**config.mk**
```make
export PLATFORM = sky130hd
export DESIGN_NAME = dram_bank_timing_fsm
export DESIGN_NICKNAME = d
export VERILOG_FILES = /design/src/hw/rtl/dbt_pkg.sv /design/src/hw/rtl/dram_bank_timing_fsm.sv
export SDC_FILE = /design/constraint.sdc
export NUM_CORES = 1
export LEC_CHECK = 0
export BUFFER_PORTS_ARGS = -buffer_cell sky130_fd_sc_hd__buf_4
export CAP_MARGIN = 20
export CORE_ASPECT_RATIO = 1.5
export CORE_MARGIN = 2
export CORE_UTILIZATION = 62
export DETAILED_ROUTE_END_ITERATION = 12
export GPL_TIMING_DRIVEN = 0
export PLACE_DENSITY = 0.8
export SLEW_MARGIN = 25
export SYNTH_ARGS = -nofsm -noshare
export SYNTH_HDL_FRONTEND = slang
export SYNTH_SLANG_ARGS = --single-unit
export TNS_END_PERCENT = 1
```
**constraint.sdc**
```tcl
create_clock -name clock -period 10.05 [get_ports clock]
set_input_delay 0 -clock clock [delete_from_list [all_inputs] [get_ports clock]]
set_output_delay 0 -clock clock [all_outputs]
set_load 0.01 [all_outputs]
```
**src/hw/rtl/dbt_pkg.sv**
```systemverilog
`timescale 1ns / 1ps
// Package for the DRAM bank timing state machine.
// Holds command and bank state codes, register indexes and default settings.
// No dependencies.
package dbt_pkg;

   // Command codes carried in req_func
   typedef enum logic [2:0] {
      FUNC_ACTIVATE  = 3'd0,
      FUNC_READ      = 3'd1,
      FUNC_WRITE     = 3'd2,
      FUNC_PRECHARGE = 3'd3,
      FUNC_REFRESH   = 3'd4,
      FUNC_TICK      = 3'd5
   } func_type;

   // Bank states reported in rsp_bank_state
   typedef enum logic [2:0] {
      ST_IDLE        = 3'd0,
      ST_ACTIVATING  = 3'd1,
      ST_ACTIVE      = 3'd2,
      ST_READING     = 3'd3,
      ST_WRITING     = 3'd4,
      ST_PRECHARGING = 3'd5,
      ST_REFRESHING  = 3'd6
   } bank_state_type;

   // Timing register indexes on the csr port
   typedef enum logic [2:0] {
      CSR_T_RCD = 3'd0,
      CSR_T_RP  = 3'd1,
      CSR_T_RAS = 3'd2,
      CSR_T_RC  = 3'd3,
      CSR_T_CAS = 3'd4,
      CSR_T_CCD = 3'd5,
      CSR_T_WR  = 3'd6,
      CSR_T_RFC = 3'd7
   } csr_index_type;

   localparam int TMG_W  = 10;
   localparam int RFC_W  = 12;
   localparam int GAP_W  = 12;

   // Timing register reset values
   localparam logic [TMG_W-1:0] RST_T_RCD = 10'd22;
   localparam logic [TMG_W-1:0] RST_T_RP  = 10'd22;
   localparam logic [TMG_W-1:0] RST_T_RAS = 10'd52;
   localparam logic [TMG_W-1:0] RST_T_RC  = 10'd74;
   localparam logic [TMG_W-1:0] RST_T_CAS = 10'd22;
   localparam logic [TMG_W-1:0] RST_T_CCD = 10'd8;
   localparam logic [TMG_W-1:0] RST_T_WR  = 10'd24;
   localparam logic [RFC_W-1:0] RST_T_RFC = 12'd560;

   // Default module parameters
   localparam int DEF_ACT_WINDOW = 4;
   localparam int DEF_T_FAW      = 48;
   localparam int DEF_T_WTR      = 12;
   localparam int DEF_ROW_BITS   = 17;
   localparam int DEF_CYCLE_BITS = 32;

endpackage

```
**src/hw/rtl/dram_bank_timing_fsm.sv**
```systemverilog
`timescale 1ns / 1ps
// Top level of the DRAM bank timing state machine: input stage, legality
// checks, bank state update and result register. Uses dbt_pkg.

// One command transaction enters per clock while rsp_ready keeps up; it passes
// the input register, then the result register. Sustained rate is one command
// per cycle with rsp_ready high: the bank state, the last-command cycle stamps
// and the activate window are all updated as a command moves from the input
// to the result register, through one set of parallel 33-bit compares. The
// input stage keeps taking commands while a result waits on rsp_ready, until
// both registers are full. Timing registers are written through the csr port,
// which is always ready; write them only while the block is idle.
module dram_bank_timing_fsm #(
   parameter int ACT_WINDOW = dbt_pkg::DEF_ACT_WINDOW,
   parameter int T_FAW      = dbt_pkg::DEF_T_FAW,
   parameter int T_WTR      = dbt_pkg::DEF_T_WTR,
   parameter int ROW_BITS   = dbt_pkg::DEF_ROW_BITS,
   parameter int CYCLE_BITS = dbt_pkg::DEF_CYCLE_BITS
) (
   input  logic                  clock,
   input  logic                  reset,
   // command channel
   input  logic                  req_valid,
   output logic                  req_ready,
   input  logic [2:0]            req_func,
   input  logic [CYCLE_BITS-1:0] req_cycle,
   input  logic [ROW_BITS-1:0]   req_row,
   // result channel
   output logic                  rsp_valid,
   input  logic                  rsp_ready,
   output logic                  rsp_accepted,
   output logic [2:0]            rsp_bank_state,
   output logic [ROW_BITS-1:0]   rsp_open_row,
   // timing register write channel
   input  logic                  csr_valid,
   output logic                  csr_ready,
   input  logic [2:0]            csr_index,
   input  logic [11:0]           csr_data
);

   localparam int SUM_W = CYCLE_BITS + 1;
   localparam int CNT_W = $clog2(ACT_WINDOW + 1);
   localparam logic [CNT_W-1:0] CNT_FULL = CNT_W'(ACT_WINDOW);
   localparam logic [dbt_pkg::GAP_W-1:0] FAW_GAP = dbt_pkg::GAP_W'(T_FAW);
   localparam logic [dbt_pkg::GAP_W-1:0] WTR_GAP = dbt_pkg::GAP_W'(T_WTR);

   // True when a recorded stamp plus gap still lies beyond the given cycle
   function automatic logic too_soon(input logic vld, input logic [CYCLE_BITS-1:0] at,
                                     input logic [CYCLE_BITS-1:0] cyc,
                                     input logic [dbt_pkg::GAP_W-1:0] gap);
      logic [SUM_W-1:0] lim;
      lim = {1'b0, at} + SUM_W'(gap);
      return vld && ({1'b0, cyc} < lim);
   endfunction

   // Timing registers
   logic [dbt_pkg::TMG_W-1:0] t_rcd_ff, t_rp_ff, t_ras_ff, t_rc_ff;
   logic [dbt_pkg::TMG_W-1:0] t_cas_ff, t_ccd_ff, t_wr_ff;
   logic [dbt_pkg::RFC_W-1:0] t_rfc_ff;

   // Input stage
   logic                  in_vld_ff, in_vld_in;
   logic [2:0]            in_func_ff;
   logic [CYCLE_BITS-1:0] in_cycle_ff;
   logic [ROW_BITS-1:0]   in_row_ff;

   // Bank state
   dbt_pkg::bank_state_type state_ff, state_in;
   logic [ROW_BITS-1:0]   row_ff, row_in;
   logic [SUM_W-1:0]      busy_until_ff, busy_until_in;
   logic                  busy_vld_ff, busy_vld_in;
   logic [CYCLE_BITS-1:0] last_act_ff, last_act_in, last_pre_ff, last_pre_in;
   logic [CYCLE_BITS-1:0] last_rd_ff, last_rd_in, last_wr_ff, last_wr_in;
   logic                  act_vld_ff, act_vld_in, pre_vld_ff, pre_vld_in;
   logic                  rd_vld_ff, rd_vld_in, wr_vld_ff, wr_vld_in;
   logic [CYCLE_BITS-1:0] win_ff [ACT_WINDOW];
   logic [CYCLE_BITS-1:0] win_in [ACT_WINDOW];
   logic [CNT_W-1:0]      cnt_ff, cnt_in;

   // Result register
   logic                  rsp_vld_ff, rsp_vld_in;
   logic                  rsp_acc_ff;
   dbt_pkg::bank_state_type rsp_state_ff;
   logic [ROW_BITS-1:0]   rsp_row_ff;

   logic advance;
   logic ok;
   logic col_ok;
   logic tick_due;
   logic [SUM_W-1:0] cyc_ext;

   // Move the staged command through when the result register is free
   assign advance   = in_vld_ff && (!rsp_vld_ff || rsp_ready);
   assign req_ready = !in_vld_ff || advance;
   assign csr_ready = 1'b1;

   assign cyc_ext  = {1'b0, in_cycle_ff};
   assign col_ok   = (state_ff == dbt_pkg::ST_ACTIVE) || (state_ff == dbt_pkg::ST_READING) ||
                     (state_ff == dbt_pkg::ST_WRITING);
   assign tick_due = busy_vld_ff && (cyc_ext >= busy_until_ff);

   // Decide whether the staged command is legal
   always_comb begin
      ok = 1'b0;
      unique case (dbt_pkg::func_type'(in_func_ff))
         dbt_pkg::FUNC_ACTIVATE: begin
            ok = (state_ff == dbt_pkg::ST_IDLE) &&
                 !too_soon(cnt_ff == CNT_FULL, win_ff[0], in_cycle_ff, FAW_GAP) &&
                 !too_soon(pre_vld_ff, last_pre_ff, in_cycle_ff, dbt_pkg::GAP_W'(t_rp_ff)) &&
                 !too_soon(act_vld_ff, last_act_ff, in_cycle_ff, dbt_pkg::GAP_W'(t_rc_ff));
         end
         dbt_pkg::FUNC_READ: begin
            ok = col_ok &&
                 !too_soon(rd_vld_ff, last_rd_ff, in_cycle_ff, dbt_pkg::GAP_W'(t_ccd_ff)) &&
                 !too_soon(wr_vld_ff, last_wr_ff, in_cycle_ff, WTR_GAP);
         end
         dbt_pkg::FUNC_WRITE: begin
            ok = col_ok &&
                 !too_soon(wr_vld_ff, last_wr_ff, in_cycle_ff, dbt_pkg::GAP_W'(t_ccd_ff)) &&
                 !too_soon(rd_vld_ff, last_rd_ff, in_cycle_ff, dbt_pkg::GAP_W'(t_cas_ff));
         end
         dbt_pkg::FUNC_PRECHARGE: begin
            ok = (state_ff == dbt_pkg::ST_ACTIVE) &&
                 !too_soon(act_vld_ff, last_act_ff, in_cycle_ff, dbt_pkg::GAP_W'(t_ras_ff)) &&
                 !too_soon(wr_vld_ff, last_wr_ff, in_cycle_ff, dbt_pkg::GAP_W'(t_wr_ff));
         end
         dbt_pkg::FUNC_REFRESH: ok = (state_ff == dbt_pkg::ST_IDLE);
         dbt_pkg::FUNC_TICK:    ok = 1'b1;
         default:               ok = 1'b0;
      endcase
   end

   // Next bank state, stamps and activate window
   always_comb begin
      state_in      = state_ff;
      row_in        = row_ff;
      busy_until_in = busy_until_ff;
      busy_vld_in   = busy_vld_ff;
      last_act_in   = last_act_ff;
      last_pre_in   = last_pre_ff;
      last_rd_in    = last_rd_ff;
      last_wr_in    = last_wr_ff;
      act_vld_in    = act_vld_ff;
      pre_vld_in    = pre_vld_ff;
      rd_vld_in     = rd_vld_ff;
      wr_vld_in     = wr_vld_ff;
      win_in        = win_ff;
      cnt_in        = cnt_ff;
      if (advance && ok) begin
         unique case (dbt_pkg::func_type'(in_func_ff))
            dbt_pkg::FUNC_ACTIVATE: begin
               state_in      = dbt_pkg::ST_ACTIVATING;
               row_in        = in_row_ff;
               busy_until_in = cyc_ext + SUM_W'(t_rcd_ff);
               busy_vld_in   = 1'b1;
               last_act_in   = in_cycle_ff;
               act_vld_in    = 1'b1;
               // shift the window; the oldest entry sits at index 0 once full
               for (int i = 0; i < ACT_WINDOW - 1; i++) begin
                  win_in[i] = win_ff[i+1];
               end
               win_in[ACT_WINDOW-1] = in_cycle_ff;
               if (cnt_ff != CNT_FULL) begin
                  cnt_in = cnt_ff + CNT_W'(1);
               end
            end
            dbt_pkg::FUNC_READ: begin
               state_in      = dbt_pkg::ST_READING;
               busy_until_in = cyc_ext + SUM_W'(t_cas_ff);
               busy_vld_in   = 1'b1;
               last_rd_in    = in_cycle_ff;
               rd_vld_in     = 1'b1;
            end
            dbt_pkg::FUNC_WRITE: begin
               state_in      = dbt_pkg::ST_WRITING;
               busy_until_in = cyc_ext + SUM_W'(t_cas_ff);
               busy_vld_in   = 1'b1;
               last_wr_in    = in_cycle_ff;
               wr_vld_in     = 1'b1;
            end
            dbt_pkg::FUNC_PRECHARGE: begin
               state_in      = dbt_pkg::ST_PRECHARGING;
               busy_until_in = cyc_ext + SUM_W'(t_rp_ff);
               busy_vld_in   = 1'b1;
               last_pre_in   = in_cycle_ff;
               pre_vld_in    = 1'b1;
            end
            dbt_pkg::FUNC_REFRESH: begin
               state_in      = dbt_pkg::ST_REFRESHING;
               busy_until_in = cyc_ext + SUM_W'(t_rfc_ff);
               busy_vld_in   = 1'b1;
            end
            dbt_pkg::FUNC_TICK: begin
               // retire the busy period once its end cycle is reached
               if (tick_due) begin
                  busy_vld_in = 1'b0;
                  priority if (state_ff == dbt_pkg::ST_ACTIVATING ||
                               state_ff == dbt_pkg::ST_READING ||
                               state_ff == dbt_pkg::ST_WRITING) begin
                     state_in = dbt_pkg::ST_ACTIVE;
                  end else if (state_ff == dbt_pkg::ST_PRECHARGING ||
                               state_ff == dbt_pkg::ST_REFRESHING) begin
                     state_in = dbt_pkg::ST_IDLE;
                  end else begin
                     state_in = state_ff;
                  end
               end
            end
            default: ;
         endcase
      end
   end

   // Handshake next values
   always_comb begin
      in_vld_in = in_vld_ff;
      if (req_valid && req_ready) begin
         in_vld_in = 1'b1;
      end else if (advance) begin
         in_vld_in = 1'b0;
      end
      rsp_vld_in = rsp_vld_ff;
      if (advance) begin
         rsp_vld_in = 1'b1;
      end else if (rsp_ready) begin
         rsp_vld_in = 1'b0;
      end
   end

   // Control state and timing registers
   always_ff @(posedge clock) begin
      if (reset) begin
         in_vld_ff   <= 1'b0;
         rsp_vld_ff  <= 1'b0;
         state_ff    <= dbt_pkg::ST_IDLE;
         row_ff      <= '0;
         busy_vld_ff <= 1'b0;
         act_vld_ff  <= 1'b0;
         pre_vld_ff  <= 1'b0;
         rd_vld_ff   <= 1'b0;
         wr_vld_ff   <= 1'b0;
         cnt_ff      <= '0;
         t_rcd_ff    <= dbt_pkg::RST_T_RCD;
         t_rp_ff     <= dbt_pkg::RST_T_RP;
         t_ras_ff    <= dbt_pkg::RST_T_RAS;
         t_rc_ff     <= dbt_pkg::RST_T_RC;
         t_cas_ff    <= dbt_pkg::RST_T_CAS;
         t_ccd_ff    <= dbt_pkg::RST_T_CCD;
         t_wr_ff     <= dbt_pkg::RST_T_WR;
         t_rfc_ff    <= dbt_pkg::RST_T_RFC;
      end else begin
         in_vld_ff   <= in_vld_in;
         rsp_vld_ff  <= rsp_vld_in;
         state_ff    <= state_in;
         row_ff      <= row_in;
         busy_vld_ff <= busy_vld_in;
         act_vld_ff  <= act_vld_in;
         pre_vld_ff  <= pre_vld_in;
         rd_vld_ff   <= rd_vld_in;
         wr_vld_ff   <= wr_vld_in;
         cnt_ff      <= cnt_in;
         if (csr_valid && csr_ready) begin
            unique case (dbt_pkg::csr_index_type'(csr_index))
               dbt_pkg::CSR_T_RCD: t_rcd_ff <= csr_data[dbt_pkg::TMG_W-1:0];
               dbt_pkg::CSR_T_RP:  t_rp_ff  <= csr_data[dbt_pkg::TMG_W-1:0];
               dbt_pkg::CSR_T_RAS: t_ras_ff <= csr_data[dbt_pkg::TMG_W-1:0];
               dbt_pkg::CSR_T_RC:  t_rc_ff  <= csr_data[dbt_pkg::TMG_W-1:0];
               dbt_pkg::CSR_T_CAS: t_cas_ff <= csr_data[dbt_pkg::TMG_W-1:0];
               dbt_pkg::CSR_T_CCD: t_ccd_ff <= csr_data[dbt_pkg::TMG_W-1:0];
               dbt_pkg::CSR_T_WR:  t_wr_ff  <= csr_data[dbt_pkg::TMG_W-1:0];
               dbt_pkg::CSR_T_RFC: t_rfc_ff <= csr_data[dbt_pkg::RFC_W-1:0];
               default: ;
            endcase
         end
      end
   end

   // Payload registers: stage the transaction, capture stamps and the result
   always_ff @(posedge clock) begin
      if (req_valid && req_ready) begin
         in_func_ff  <= req_func;
         in_cycle_ff <= req_cycle;
         in_row_ff   <= req_row;
      end
      busy_until_ff <= busy_until_in;
      last_act_ff   <= last_act_in;
      last_pre_ff   <= last_pre_in;
      last_rd_ff    <= last_rd_in;
      last_wr_ff    <= last_wr_in;
      win_ff        <= win_in;
      if (advance) begin
         rsp_acc_ff   <= ok;
         rsp_state_ff <= state_in;
         rsp_row_ff   <= row_in;
      end
   end

   assign rsp_valid      = rsp_vld_ff;
   assign rsp_accepted   = rsp_acc_ff;
   assign rsp_bank_state = rsp_state_ff;
   assign rsp_open_row   = rsp_row_ff;

   // A bank without a pending busy end is settled: idle or active
   a_busy_end: assert property (@(posedge clock) disable iff (reset)
      !busy_vld_ff |-> (state_ff == dbt_pkg::ST_IDLE || state_ff == dbt_pkg::ST_ACTIVE))
      else $error("bank in a busy state without a recorded end cycle");

   // The activate count saturates at the window depth
   a_cnt_bound: assert property (@(posedge clock) disable iff (reset)
      cnt_ff <= CNT_FULL)
      else $error("activate count beyond window depth");

   // A processed transaction always shows up in the result register
   a_adv_rsp: assert property (@(posedge clock) disable iff (reset)
      advance |=> rsp_vld_ff)
      else $error("processed transaction lost its result");

   // A refused input always has a staged transaction blocked behind the result
   a_stall: assert property (@(posedge clock) disable iff (reset)
      !req_ready |-> (in_vld_ff && rsp_vld_ff && !rsp_ready))
      else $error("input refused without a blocked stage");

endmodule

```
==> results.py <==
metrics = {
    "critical_path": {
        "cpMaxStageDelayCell": "nor3_1",
        "crit_path_start_kind": "flop",
        "criticalPathCategory": "flop to flop",
        "reg2reg_depth": 26,
        "cp-end-kind": "flop",
        "crit_buf_inv": 4,
        "cp.required_ps": 10340,
        "path_max_fanout": 10,
        "r2r_end": "last_rd_ff[6]",
        "arrival_ps": 8470,
        "r2r_slack_ps": 1880,
        "r2r_start": "win_ff[1]",
        "cp_slowest_stage_delay_ps": 720,
        "path_delay_family": "compound AO/OA/AOI/OAI gates",
    },
    "run_status": {
        "status": "completed",
    },
    "floorplan": {
        "die_y_um": 267.8,
        "row_count": 96,
        "die_area_um2": 48180,
        "initial_core_util": 0.6287,
        "core_um2": 45760,
        "io_pins": 96,
        "die_x_um": 179.9,
    },
    "route": {
        "firstDrtPassIters": 6,
        "dr.first_iter.drc_count": 1881,
        "viasPerCell": 6.350,
        "drc": 0,
        "drt_wl_total_um": 79850,
        "ant_nets": 0,
        "routedWlPerCell_um": 21.72,
        "num_vias": 23340,
    },
    "sta": {
        "grt_setup_unrepaired": "no",
        "fmax_ghz": 0.1223,
        "fin_skew_ps": 30.65,
        "worst_pin_slew_ps": 1134,
        "fin_crit_ps": 8174,
        "final_hold_viol_count": 0,
        "holdWs_ps": 107.7,
        "finalMaxSlewViolations": 0,
        "finalCritPeriodShare": 0.8133,
        "timing.final.ws_setup_ps": 1876,
        "setup_viol": 0,
        "relSlewSlack": 0.2443,
    },
    "clock_network": {
        "cts_tree": "yes",
        "htreeDepth": 2,
        "clk_pin_slew_ps": 70,
        "cts_buffers": 44,
        "clk_latency_ps": 610,
        "clockBufferDepth": 3,
        "cts_resized": 0,
        "cts_root_buf": "clkbuf_16",
        "cts.sinks": 442,
    },
    "pwr": {
        "leakage_nw": 12.78,
        "power-per-cell-area_nw_per_um2": 130.6,
        "finalPower_mw": 4.263,
        "peakVddDrop_mv": 0.1443,
    },
    "finish": {
        "layout_common_cells": "ha_1 (397), nand2_1 (349), edfxtp_1 (330)",
        "num_antenna_cells": 0,
        "area.growth.synth_to_final_pct": 13.43,
        "finish.utilization": 0.7131,
        "final_cells": 3676,
        "layout_commonest_cell": "ha_1",
        "nets": 3529,
        "drive_above_1_share": 0.07869,
    },
    "yosys": {
        "synth_edf_count": 330,
        "synthesis.instances": 2833,
        "synth_async_sr_flop_share": 0,
        "yosys.area_share.simple": 0.1564,
        "synthXorXnorAreaFrac": 0.08858,
        "synthAdderAreaFrac": 0.1782,
        "yosysWarningCount": 0,
        "synth_top_family_by_area": "adder cells",
        "ys_seq_area_frac": 0.4223,
        "avgSynthCellArea_um2": 10.16,
        "synth_compound_area_frac": 0.1211,
        "synth_area_leaders": "edfxtp_1 (34%), ha_1 (17%), dfxtp_1 (7.8%)",
        "synth_largest_area_cell": "edfxtp_1",
        "muxShareOfSynthArea": 0.007567,
        "ys.flop_type": "edfxtp_1",
        "synth_top_cell_area_share": 0.3444,
        "synth_cell_types": 81,
        "ys_seq_elements": 442,
        "synthesis.nets": 3310,
        "synth.cell_area_um2": 28770,
    },
    "placement": {
        "place_inst": 3517,
        "post-dp-hpwl_um": 57770,
        "pre_cts_slack_ps": 2271,
        "gp_congestion": 0.9445,
        "port_buffers": 80,
    },
    "job": {
        "max_cap_violations": 0,
    },
    "global_routing": {
        "antenna_found_initial": 2,
        "grt_max_degree": 86,
        "grt_pass1_wl_um": 123900,
        "grt_usage": 0.3263,
        "grt_pass1_vias": 23720,
        "gr-total-overflow": 0,
    },
    "min_path": {
        "hold_end": "in_cycle_ff[4]",
        "holdCritPathClass": "input pin to flop",
        "hold_path.startpoint": "req_cycle[4]",
        "whs_path_depth": 2,
    },
}
sequential cells by signal (all words and copies together) (netlist names), 10 cells and up:
register,cells
busy_until_ff,33
in_cycle_ff,32
in_row_ff,17
last_pre_ff,32
last_rd_ff,32
last_wr_ff,32
row_ff,17
rsp_open_row,17
t_cas_ff,10
t_ccd_ff,10
t_ras_ff,10
t_rc_ff,10
t_rcd_ff,10
t_rfc_ff,12
t_rp_ff,10
t_wr_ff,10
win_ff,128
worst max-delay path by stage:
stage                    from            end  depth (start not counted)
global route        win_ff[0]  last_rd_ff[7]                         28
global placement    win_ff[1]  last_wr_ff[8]                         24
CTS                 win_ff[0]  last_rd_ff[4]                         28
floorplan           win_ff[0]      win_ff[0]                         20
finish              win_ff[1]  last_rd_ff[6]                         26
detailed placement  win_ff[0]  last_rd_ff[3]                         28
logic make-up after synthesis:
kind of cell | after synthesis
buf+inv | 185
compound gates | 564
mux | 18
fa+ha+maj | 405
flops | 442
other cells | 1
simple gates | 927
xor+xnor | 291
per-stage QoR:
stage | TNS, ps | instance area (um^2)
floorplan | 0 | 28770
global placement | -26660 | 30110
detailed placement | 0 | 30340
CTS | 0 | 32590
global route | 0 | 32640
finish | 0 | 32640
Yosys cell counts, types with 18 or more instances:
master	instances
ha_1	397
nand2_1	349
edfxtp_1	330
a21oi_1	230
nor2_1	150
xnor2_1	149
xor2_1	142
nand3_1	118
dfxtp_1	112
inv_1	100
o21ai_0	97
nand4_1	68
clkbuf_1	54
a21o_1	48
and3_1	46
and2_1	39
nor3_1	36
nor2b_1	34
a211oi_1	26
nand2b_1	25
o22ai_1	22
and4_1	18
o211ai_1	18
o21a_1	18
o21bai_1	18
repair_timing:
| item | 4_1_cts | 5_1_grt |
|---|---|---|
| hold buffers | 75 | 0 |
| endpoints found under the hold margin | 149 | 0 |
| buffers inserted | 0 | 0 |
power by group:
part,leakage (nW),switching (mW),internal (mW),total (mW)
clock,0.741,0.755,0.964,1.72
combinational,8.10,0.259,0.202,0.461
sequential,3.94,0.0789,2.00,2.08
layer usage:
metal  global-route usage  wire length [um]
met1               0.3688             29560
met3              0.05570              5882
met4               0.2085              5442
met5                    0                26
met2               0.5728             38940
area by class of cell:
cell class / count / area, um^2
Clock buffer: 57 / 1242
Clock inverter: 25 / 256.5
Tap cell: 588 / 735.7
Timing Repair Buffer: 173 / 1600
Buffer: 83 / 356.6
Fill cell: 3265 / 13130
Multi-Input combinational cell: 2206 / 15900
Inverter: 102 / 389.1
Sequential cell: 442 / 12150
No activity file was read; power rests on OpenSTA's default activity.
